$ cat src/hw/rtl/fgct_pkg.sv
// Types and constants of the flow group completion tracker.
package fgct_pkg;

  localparam int unsigned ID_W    = 32;
  localparam int unsigned TIME_W  = 48;
  localparam int unsigned CNT_W   = 7;
  localparam int unsigned SLOT_W  = 6;
  localparam int unsigned ACT_W   = 3;
  localparam int unsigned CFG_AW  = 3;
  localparam int unsigned CFG_DW  = 32;

  // action codes on the input channel
  localparam logic [ACT_W-1:0] ACT_CLEAR    = 3'd0;
  localparam logic [ACT_W-1:0] ACT_LOAD     = 3'd1;
  localparam logic [ACT_W-1:0] ACT_READY    = 3'd2;
  localparam logic [ACT_W-1:0] ACT_RELEASE  = 3'd3;
  localparam logic [ACT_W-1:0] ACT_COMPLETE = 3'd4;

  // register index of flow_count
  localparam logic REG_FLOW_COUNT = 1'b0;

  typedef enum logic [2:0] {
    OP_NONE,
    OP_CLEAR,
    OP_LOAD,
    OP_READY,
    OP_RELEASE,
    OP_COMPLETE
  } op_e;

  typedef enum logic [1:0] {
    ERR_NONE = 2'd0,
    ERR_DEP  = 2'd1,
    ERR_DUP  = 2'd2
  } err_e;

  typedef enum logic [1:0] {
    ST_PENDING  = 2'd0,
    ST_RELEASED = 2'd1,
    ST_COMPLETE = 2'd2
  } status_e;

  typedef enum logic {
    BK_IDLE,
    BK_SCAN
  } back_state_e;

  typedef struct packed {
    op_e               op;
    logic [SLOT_W-1:0] entry_index;
    logic [ID_W-1:0]   flow_id;
    logic [TIME_W-1:0] event_time;
  } cmd_t;

  typedef struct packed {
    err_e              error_code;
    logic              group_done_now;
    status_e           group_status;
    logic [CNT_W-1:0]  done_count;
    logic              ready_seen;
    logic [TIME_W-1:0] ready_time;
    logic [TIME_W-1:0] release_time;
    logic [TIME_W-1:0] finish_time;
  } res_t;

endpackage

$ cat src/hw/rtl/flow_group_completion_tracker_unit.sv
// Flow group completion tracker: top level with config register and ports.
//
// Usage:
//  - Input channel (in_valid_i / in_stall_o) carries one item per action:
//    clear run, load table entry, dependency ready, release, flow complete.
//  - Output channel (out_valid_o / out_stall_i) returns exactly one result
//    item per input item, in order, with the run status after the action.
//  - APB port holds flow_count at byte address 0 (reset 1); write it only
//    while no item is in flight.
// Timing: each item passes the command queue and the result register. A
//  completion scans the table from slot 0 until its id matches; a miss scans
//  n entries, n = min(flow_count, MAX_FLOWS). The table is scanned one entry
//  per cycle through the member table RAM read port, which sets the completion
//  throughput; other actions sustain one per cycle while out_stall_i is low.
// A two-entry queue between decode and execute keeps the input taking items
//  while a result waits in the output register.
// Reset clears run state and done bits and sets flow_count to 1; table
//  contents are undefined until loaded. A stalled result holds; once the
//  queue fills, in_stall_o rises.
module flow_group_completion_tracker_unit #(
  parameter int unsigned MAX_FLOWS = 64
) (
  input  logic                               clk_i,
  input  logic                               rst_ni,
  // input channel
  input  logic                               in_valid_i,
  output logic                               in_stall_o,
  input  logic [fgct_pkg::ACT_W-1:0]         action_i,
  input  logic [fgct_pkg::SLOT_W-1:0]        entry_index_i,
  input  logic [fgct_pkg::ID_W-1:0]          flow_id_i,
  input  logic [fgct_pkg::TIME_W-1:0]        event_time_i,
  // output channel
  output logic                               out_valid_o,
  input  logic                               out_stall_i,
  output logic [1:0]                         error_code_o,
  output logic                               group_done_now_o,
  output logic [1:0]                         group_status_o,
  output logic [fgct_pkg::CNT_W-1:0]         done_count_o,
  output logic                               ready_seen_o,
  output logic [fgct_pkg::TIME_W-1:0]        ready_time_o,
  output logic [fgct_pkg::TIME_W-1:0]        release_time_o,
  output logic [fgct_pkg::TIME_W-1:0]        finish_time_o,
  // configuration port
  input  logic                               psel,
  input  logic                               penable,
  input  logic                               pwrite,
  input  logic [fgct_pkg::CFG_AW-1:0]        paddr,
  input  logic [fgct_pkg::CFG_DW-1:0]        pwdata,
  output logic [fgct_pkg::CFG_DW-1:0]        prdata,
  output logic                               pready
);

  logic [fgct_pkg::CNT_W-1:0] flow_count_q;
  logic                       q_valid, q_pop;
  fgct_pkg::cmd_t             q_cmd;
  fgct_pkg::res_t             res;

  // register index is the word address; only index 0 exists
  assign pready = 1'b1;
  assign prdata = (paddr[2] == fgct_pkg::REG_FLOW_COUNT)
                  ? fgct_pkg::CFG_DW'(flow_count_q) : '0;

  always_ff @(posedge clk_i or negedge rst_ni) begin
    if (!rst_ni) begin
      flow_count_q <= fgct_pkg::CNT_W'(1);
    end else if (psel && penable && pwrite && pready &&
                 (paddr[2] == fgct_pkg::REG_FLOW_COUNT)) begin
      flow_count_q <= pwdata[fgct_pkg::CNT_W-1:0];
    end
  end

  fgct_front u_front (
    .clk_i         (clk_i),
    .rst_ni        (rst_ni),
    .in_valid_i    (in_valid_i),
    .in_stall_o    (in_stall_o),
    .action_i      (action_i),
    .entry_index_i (entry_index_i),
    .flow_id_i     (flow_id_i),
    .event_time_i  (event_time_i),
    .q_valid_o     (q_valid),
    .q_pop_i       (q_pop),
    .q_cmd_o       (q_cmd)
  );

  fgct_back #(
    .MAX_FLOWS (MAX_FLOWS)
  ) u_back (
    .clk_i        (clk_i),
    .rst_ni       (rst_ni),
    .q_valid_i    (q_valid),
    .q_pop_o      (q_pop),
    .q_cmd_i      (q_cmd),
    .flow_count_i (flow_count_q),
    .out_valid_o  (out_valid_o),
    .out_stall_i  (out_stall_i),
    .res_o        (res)
  );

  assign error_code_o     = res.error_code;
  assign group_done_now_o = res.group_done_now;
  assign group_status_o   = res.group_status;
  assign done_count_o     = res.done_count;
  assign ready_seen_o     = res.ready_seen;
  assign ready_time_o     = res.ready_time;
  assign release_time_o   = res.release_time;
  assign finish_time_o    = res.finish_time;

endmodule

$ cat src/hw/rtl/fgct_ram.sv
// Generic single-write, single-read RAM with registered read data.
module fgct_ram #(
  parameter int unsigned WIDTH = 32,
  parameter int unsigned DEPTH = 64
) (
  input  logic                                  clk_i,
  input  logic                                  we_i,
  input  logic [(DEPTH > 1 ? $clog2(DEPTH) : 1)-1:0] waddr_i,
  input  logic [WIDTH-1:0]                      wdata_i,
  input  logic [(DEPTH > 1 ? $clog2(DEPTH) : 1)-1:0] raddr_i,
  output logic [WIDTH-1:0]                      rdata_o
);

  logic [WIDTH-1:0] mem_q [DEPTH];
  logic [WIDTH-1:0] rdata_q;

  always_ff @(posedge clk_i) begin
    if (we_i) begin
      mem_q[waddr_i] <= wdata_i;
    end
    rdata_q <= mem_q[raddr_i];
  end

  assign rdata_o = rdata_q;

endmodule

$ cat src/hw/rtl/fgct_front.sv
// Front end: takes input items, decodes the action, queues commands.
module fgct_front (
  input  logic                               clk_i,
  input  logic                               rst_ni,
  input  logic                               in_valid_i,
  output logic                               in_stall_o,
  input  logic [fgct_pkg::ACT_W-1:0]         action_i,
  input  logic [fgct_pkg::SLOT_W-1:0]        entry_index_i,
  input  logic [fgct_pkg::ID_W-1:0]          flow_id_i,
  input  logic [fgct_pkg::TIME_W-1:0]        event_time_i,
  output logic                               q_valid_o,
  input  logic                               q_pop_i,
  output fgct_pkg::cmd_t                     q_cmd_o
);

  fgct_pkg::cmd_t slot_q [2];
  logic           wr_ptr_q, rd_ptr_q;
  logic [1:0]     count_q;
  fgct_pkg::cmd_t cmd;
  logic           push, pop;

  always_comb begin
    cmd.entry_index = entry_index_i;
    cmd.flow_id     = flow_id_i;
    cmd.event_time  = event_time_i;
    case (action_i)
      fgct_pkg::ACT_CLEAR:    cmd.op = fgct_pkg::OP_CLEAR;
      fgct_pkg::ACT_LOAD:     cmd.op = fgct_pkg::OP_LOAD;
      fgct_pkg::ACT_READY:    cmd.op = fgct_pkg::OP_READY;
      fgct_pkg::ACT_RELEASE:  cmd.op = fgct_pkg::OP_RELEASE;
      fgct_pkg::ACT_COMPLETE: cmd.op = fgct_pkg::OP_COMPLETE;
      default:                cmd.op = fgct_pkg::OP_NONE;
    endcase
  end

  assign in_stall_o = (count_q == 2'd2);
  assign push       = in_valid_i && !in_stall_o;
  assign q_valid_o  = (count_q != 2'd0);
  assign pop        = q_pop_i && q_valid_o;
  assign q_cmd_o    = slot_q[rd_ptr_q];

  always_ff @(posedge clk_i) begin
    if (push) begin
      slot_q[wr_ptr_q] <= cmd;
    end
  end

  always_ff @(posedge clk_i or negedge rst_ni) begin
    if (!rst_ni) begin
      wr_ptr_q <= 1'b0;
      rd_ptr_q <= 1'b0;
      count_q  <= 2'd0;
    end else begin
      if (push) wr_ptr_q <= !wr_ptr_q;
      if (pop)  rd_ptr_q <= !rd_ptr_q;
      count_q <= count_q + 2'(push) - 2'(pop);
    end
  end

endmodule

$ cat src/hw/rtl/fgct_back.sv
// Back end: run state, member table scan and the result register.
module fgct_back #(
  parameter int unsigned MAX_FLOWS = 64
) (
  input  logic                        clk_i,
  input  logic                        rst_ni,
  input  logic                        q_valid_i,
  output logic                        q_pop_o,
  input  fgct_pkg::cmd_t              q_cmd_i,
  input  logic [fgct_pkg::CNT_W-1:0]  flow_count_i,
  output logic                        out_valid_o,
  input  logic                        out_stall_i,
  output fgct_pkg::res_t              res_o
);

  // flow_count never exceeds 127, so entries past 128 are never in use
  localparam int unsigned DEPTH = (MAX_FLOWS < 128) ? MAX_FLOWS : 128;
  localparam int unsigned AW    = (DEPTH > 1) ? $clog2(DEPTH) : 1;
  localparam int unsigned TW    = fgct_pkg::TIME_W;
  localparam int unsigned CW    = fgct_pkg::CNT_W;

  fgct_pkg::back_state_e state_q, state_d;
  logic [DEPTH-1:0]  done_bits_q, done_bits_d;
  logic [CW-1:0]     tally_q, tally_d;
  logic              ready_q, ready_d, rel_q, rel_d, cmp_q, cmp_d;
  logic [TW-1:0]     ready_t_q, ready_t_d, rel_t_q, rel_t_d, cmp_t_q, cmp_t_d;
  logic [AW-1:0]     idx_q, idx_d;
  logic [fgct_pkg::ID_W-1:0] key_id_q, key_id_d;
  logic [TW-1:0]     key_t_q, key_t_d;
  logic              out_valid_q, out_valid_d;
  fgct_pkg::res_t    res_q, res_d;

  logic                      ram_we;
  logic [AW-1:0]             ram_waddr, ram_raddr;
  logic [fgct_pkg::ID_W-1:0] ram_wdata, ram_rdata;

  logic              out_free, emit, done_now, last;
  fgct_pkg::err_e    err;
  logic [CW-1:0]     n_used;

  fgct_ram #(
    .WIDTH (fgct_pkg::ID_W),
    .DEPTH (DEPTH)
  ) u_table (
    .clk_i   (clk_i),
    .we_i    (ram_we),
    .waddr_i (ram_waddr),
    .wdata_i (ram_wdata),
    .raddr_i (ram_raddr),
    .rdata_o (ram_rdata)
  );

  assign n_used   = (32'(flow_count_i) > DEPTH) ? CW'(DEPTH) : flow_count_i;
  assign out_free = !out_valid_q || !out_stall_i;
  assign last     = (32'(idx_q) + 32'd1) >= 32'(n_used);

  always_comb begin
    state_d     = state_q;
    done_bits_d = done_bits_q;
    tally_d     = tally_q;
    ready_d     = ready_q;
    ready_t_d   = ready_t_q;
    rel_d       = rel_q;
    rel_t_d     = rel_t_q;
    cmp_d       = cmp_q;
    cmp_t_d     = cmp_t_q;
    idx_d       = idx_q;
    key_id_d    = key_id_q;
    key_t_d     = key_t_q;
    out_valid_d = out_valid_q && out_stall_i;
    res_d       = res_q;
    q_pop_o     = 1'b0;
    ram_we      = 1'b0;
    ram_waddr   = AW'(q_cmd_i.entry_index);
    ram_wdata   = q_cmd_i.flow_id;
    ram_raddr   = '0;
    emit        = 1'b0;
    done_now    = 1'b0;
    err         = fgct_pkg::ERR_NONE;

    case (state_q)
      fgct_pkg::BK_IDLE: begin
        if (q_valid_i && out_free) begin
          q_pop_o = 1'b1;
          case (q_cmd_i.op)
            fgct_pkg::OP_CLEAR: begin
              done_bits_d = '0;
              tally_d     = '0;
              ready_d     = 1'b0;
              ready_t_d   = '0;
              rel_d       = 1'b0;
              rel_t_d     = '0;
              cmp_d       = 1'b0;
              cmp_t_d     = '0;
              emit        = 1'b1;
            end
            fgct_pkg::OP_LOAD: begin
              ram_we = (32'(q_cmd_i.entry_index) < MAX_FLOWS);
              emit   = 1'b1;
            end
            fgct_pkg::OP_READY: begin
              if (ready_q) begin
                err = fgct_pkg::ERR_DEP;
              end else begin
                ready_d   = 1'b1;
                ready_t_d = q_cmd_i.event_time;
              end
              emit = 1'b1;
            end
            fgct_pkg::OP_RELEASE: begin
              if (!ready_q || rel_q || (q_cmd_i.event_time < ready_t_q)) begin
                err = fgct_pkg::ERR_DEP;
              end else begin
                rel_d   = 1'b1;
                rel_t_d = q_cmd_i.event_time;
              end
              emit = 1'b1;
            end
            fgct_pkg::OP_COMPLETE: begin
              if (!rel_q || cmp_q || (n_used == '0)) begin
                err  = fgct_pkg::ERR_DEP;
                emit = 1'b1;
              end else begin
                // start the scan at slot 0; data comes back next cycle
                key_id_d = q_cmd_i.flow_id;
                key_t_d  = q_cmd_i.event_time;
                idx_d    = '0;
                state_d  = fgct_pkg::BK_SCAN;
              end
            end
            default: begin
              emit = 1'b1;
            end
          endcase
        end
      end
      fgct_pkg::BK_SCAN: begin
        if (ram_rdata == key_id_q) begin
          if (done_bits_q[idx_q]) begin
            err = fgct_pkg::ERR_DUP;
          end else begin
            done_bits_d[idx_q] = 1'b1;
            tally_d            = tally_q + CW'(1);
            if (tally_d == n_used) begin
              cmp_d    = 1'b1;
              cmp_t_d  = key_t_q;
              done_now = 1'b1;
            end
          end
          emit    = 1'b1;
          state_d = fgct_pkg::BK_IDLE;
        end else if (last) begin
          err     = fgct_pkg::ERR_DEP;
          emit    = 1'b1;
          state_d = fgct_pkg::BK_IDLE;
        end else begin
          idx_d     = AW'(32'(idx_q) + 32'd1);
          ram_raddr = idx_d;
        end
      end
      default: begin
        state_d = fgct_pkg::BK_IDLE;
      end
    endcase

    // result shows the state after the action
    if (emit) begin
      out_valid_d          = 1'b1;
      res_d.error_code     = err;
      res_d.group_done_now = done_now;
      res_d.group_status   = cmp_d ? fgct_pkg::ST_COMPLETE :
                             (rel_d ? fgct_pkg::ST_RELEASED : fgct_pkg::ST_PENDING);
      res_d.done_count     = tally_d;
      res_d.ready_seen     = ready_d;
      res_d.ready_time     = ready_t_d;
      res_d.release_time   = rel_t_d;
      res_d.finish_time    = cmp_t_d;
    end
  end

  always_ff @(posedge clk_i or negedge rst_ni) begin
    if (!rst_ni) begin
      state_q     <= fgct_pkg::BK_IDLE;
      done_bits_q <= '0;
      tally_q     <= '0;
      ready_q     <= 1'b0;
      ready_t_q   <= '0;
      rel_q       <= 1'b0;
      rel_t_q     <= '0;
      cmp_q       <= 1'b0;
      cmp_t_q     <= '0;
      idx_q       <= '0;
      out_valid_q <= 1'b0;
    end else begin
      state_q     <= state_d;
      done_bits_q <= done_bits_d;
      tally_q     <= tally_d;
      ready_q     <= ready_d;
      ready_t_q   <= ready_t_d;
      rel_q       <= rel_d;
      rel_t_q     <= rel_t_d;
      cmp_q       <= cmp_d;
      cmp_t_q     <= cmp_t_d;
      idx_q       <= idx_d;
      out_valid_q <= out_valid_d;
    end
  end

  always_ff @(posedge clk_i) begin
    key_id_q <= key_id_d;
    key_t_q  <= key_t_d;
    res_q    <= res_d;
  end

  assign out_valid_o = out_valid_q;
  assign res_o       = res_q;

endmodule

$ cat config.mk
export PLATFORM = sky130hd
export DESIGN_NAME = flow_group_completion_tracker_unit
export DESIGN_NICKNAME = d
export VERILOG_FILES = /design/src/hw/rtl/fgct_pkg.sv /design/src/hw/rtl/flow_group_completion_tracker_unit.sv /design/src/hw/rtl/fgct_ram.sv /design/src/hw/rtl/fgct_front.sv /design/src/hw/rtl/fgct_back.sv
export SDC_FILE = /design/constraint.sdc
export NUM_CORES = 2
export LEC_CHECK = 0
export ABC_AREA = 1
export ABC_CLOCK_PERIOD_IN_PS = 12900
export BUFFER_PORTS_ARGS = -buffer_cell sky130_fd_sc_hd__buf_2
export CAP_MARGIN = 10
export CORE_MARGIN = 4
export CORE_UTILIZATION = 30
export DETAILED_ROUTE_END_ITERATION = 8
export PLACE_DENSITY_LB_ADDON = 0.15
export SYNTH_ARGS = -nofsm -noshare
export SYNTH_HDL_FRONTEND = slang
export SYNTH_SLANG_ARGS = --single-unit
$ cat constraint.sdc
create_clock -name clk_i -period 12.9 [get_ports clk_i]
set_input_delay 2.58 -clock clk_i [delete_from_list [all_inputs] [get_ports clk_i]]
set_output_delay 2.58 -clock clk_i [all_outputs]
set_load 0.01 [all_outputs]
==> impl_metrics.tcl <==
set metrics [dict create \
    die_w_um 634 \
    routed_wl_mm 375 \
    crit_arrival_ns 8.61 \
    avgRoutedWirePerCell_um 22.8 \
    syn-cell-area_mm2 0.118 \
    synth_fa_ha_area_frac 0.00606 \
    cts_tree "built" \
    worst_pin_slew_ns 1.18 \
    fp.dieH_um 634 \
    synth_area_leaders "edfxtp_1 (63%), nand3_1 (9.5%), nand2_1 (6.6%)" \
    min_path_type "reg2reg" \
    first_iter_violations 6888 \
    cts_hold_buffers 0 \
    coreArea_mm2 0.390 \
    synthCells 10800 \
    grtUsageTotal 0.181 \
    async_reset_ff_frac 0.0867 \
    leakagePower_uw 0.0534 \
    holdPathEnd "u_back.done_bits_q[27]" \
    layout_min_cycle_time_ns 7.83 \
    layout_setup_ws_ns 5.07 \
    crit_path_max_fanout 89 \
    yosysWarnings 0 \
    worst-setup-path-type "reg2reg" \
    synth-xor-area-share 0.00268 \
    num_vias 79200 \
    r2r-start "u_back.idx_q[0]" \
    clock_path_buffers 4 \
    skew_ns 0.0716 \
    synth_area_leader_cell "edfxtp_1" \
    grt_pass1_vias 76300 \
    clk_pin_slew_ns 0.06 \
    outcome "completed" \
    peakVddDrop_mv 0.253 \
    antenna_found_initial 49 \
    area_delta_synth_final_pct 14.8 \
    port_buffers 269 \
    synth_edf_count 2463 \
    clock_latency_ns 0.92 \
    power_per_cell_area_mw_per_mm2 215 \
    clock_sinks 2732 \
    cts.repair.resized 0 \
    synth_cell_types 47 \
    fmax_mhz 128 \
    yosys.area_share.simple 0.204 \
    setup_tns_ns 0 \
    root_buffer "clkbuf_16" \
    rows 229 \
    synth.most_common_cell "edfxtp_1" \
    setup_viol 0 \
    endpoint_kind "flip-flop" \
    hold_start "u_back.done_bits_q[27]" \
    rsz0062_at_grt "false" \
    numCtsBuffers 320 \
    synth_top_family_by_area "simple AND/OR/NAND/NOR gates" \
    max_slew_margin 0.212 \
    cts_setup_buffers 0 \
    synth_common_cells "edfxtp_1 (2,463), nand3_1 (2,224), nand2_1 (2,054)" \
    synth_compound_area_frac 0.0227 \
    min_period_over_period 0.607 \
    hold_viol_final 0 \
    synthDominantCellAreaShare 0.629 \
    rrSetupSlack_ns 5.07 \
    dpl_worst_slack_ns 5.07 \
    routed_via_density 4.82 \
    first_pass_iters 6 \
    whs_path_depth 2 \
    ios 323 \
    reg2reg_to "u_back.u_table.rdata_o[14]" \
    fin_nets 11200 \
    grt_start_max_net_pins 160 \
    muxShareOfSynthArea 0.0000851 \
    die_area_mm2 0.402 \
    synth_ff_type "edfxtp_1" \
    grt_pass1_wl_mm 542 \
    cp.required_ns 13.68 \
    drc_errors 0 \
    seq_area_frac_synth 0.685 \
    drv_slew 0 \
    initial_core_util 0.302 \
    htreeDepth 5 \
    maxCapViolations 0 \
    gp_congestion 0.827 \
    drtAntennaViolNets 0 \
    synth.avg_cell_area_um2 10.9 \
    grt_overflow_total 0 \
    ys_seq_elements 2732 \
    cp-start-kind "flip-flop" \
    drive_above_1_share 0.0957 \
    hpwlAfterDp_mm 199 \
    ff2ff_path_depth 23 \
]
[cell type report]
class,instances,area [µm²]
antenna,18,45.0
tap,5197,6500
clock inverter,155,1350
timing repair buffer,475,3110
inverter,1718,6480
sequential,2732,80500
multi-input combinational,5728,28400
clock buffer,420,8620
fill,38600,255000
[worst max-delay path by stage]
stage | startpoint | endpoint | cells past startpoint
after CTS | u_back.idx_q[0] | u_back.u_table.rdata_o[14] | 23
after global placement | u_back.idx_q[0] | u_back.u_table.rdata_o[14] | 26
after detailed placement | u_back.idx_q[0] | u_back.u_table.rdata_o[14] | 23
final | u_back.idx_q[0] | u_back.u_table.rdata_o[14] | 23
after global routing | u_back.idx_q[0] | u_back.u_table.rdata_o[14] | 26
after floorplan | u_back.idx_q[3] | u_back.res_o[0] | 14
[flip-flops by register name (all words and copies together) (netlist names), 2 cells and up]
signal and count:
u_back.u_table.mem_q 2048, u_front.slot_q 178, u_back.res_o 157, u_back.done_bits_q 64, u_back.cmp_t_q 48, u_back.key_t_q 48
u_back.ready_t_q 48, u_back.rel_t_q 48, u_back.key_id_q 32, u_back.u_table.rdata_o 32, flow_count_q 7, u_back.tally_q 7
u_back.idx_q 6, u_front.count_q 2
[report_power, final]
part           switching, µW  total (µW)  internal [µW]
Clock                   3680        8730           5050
Sequential               340       12000          11700
Combinational           6450        8300           1850
Total                  10500       29100          18600
[placed cells by master (no fill, tap or decap), types with 77 or more instances in the layout]
cell type,n
nor2_4,77
nand3b_1,464
nor2_1,226
clkbuf_16,328
dfrtp_1,234
nand2_1,2021
a21oi_1,196
o21ai_0,144
inv_1,1704
nand3_1,2223
clkbuf_1,85
buf_4,189
buf_2,268
edfxtp_1,2463
[worst max-delay path: stages (launching register included)]
cell	delay, ns
dfrtp_1	0.55
nand3_1	0.52
inv_1	0.44
nand2_1	0.14
nand2_1	0.19
inv_1	0.07
ha_1	0.29
and3_1	0.18
nand2_1	0.08
nand2_1	0.12
nor2_4	0.03
buf_4	0.31
nand2_2	0.31
nor2_4	0.06
buf_12	0.24
inv_8	0.70
buf_4	0.95
buf_4	0.83
buf_4	0.59
nand3_1	0.13
nand3_1	0.14
nand3_1	0.33
nand3_1	0.20
nand2_1	0.06
[cell families (layout without fill, tap and decap cells)]
| logic type | after synthesis | after routing |
|---|---|---|
| simple gates | 5123 | 5123 |
| xor+xnor | 36 | 36 |
| other cells | 2 | 44 |
| flops | 2732 | 2732 |
| mux | 1 | 1 |
| buf+inv | 2372 | 2768 |
| fa+ha+maj | 57 | 57 |
| compound gates | 485 | 485 |
[per-layer routing]
layer  share of wire  GRT usage
met4           0.024     0.0452
met5         0.00035          0
met2            0.47      0.294
met1            0.46      0.256
met3           0.053     0.0241
[through the flow]
stage | total power (µW) | instances | area [µm²] | utilization | hold WS (ns)
CTS | 29400 | 16400 | 135000 | 0.346 | 0.505
global placement | 20500 | 15800 | 125000 | 0.321 | 0.487
detailed placement | 20600 | 15800 | 125000 | 0.321 | 0.491
global route | 30600 | 16400 | 135000 | 0.347 | 0.530
finish | 29100 | 16400 | 135000 | 0.347 | 0.497
floorplan | 17100 | 10800 | 118000 | - | 0.463
Power figures use the tool's default switching activity.
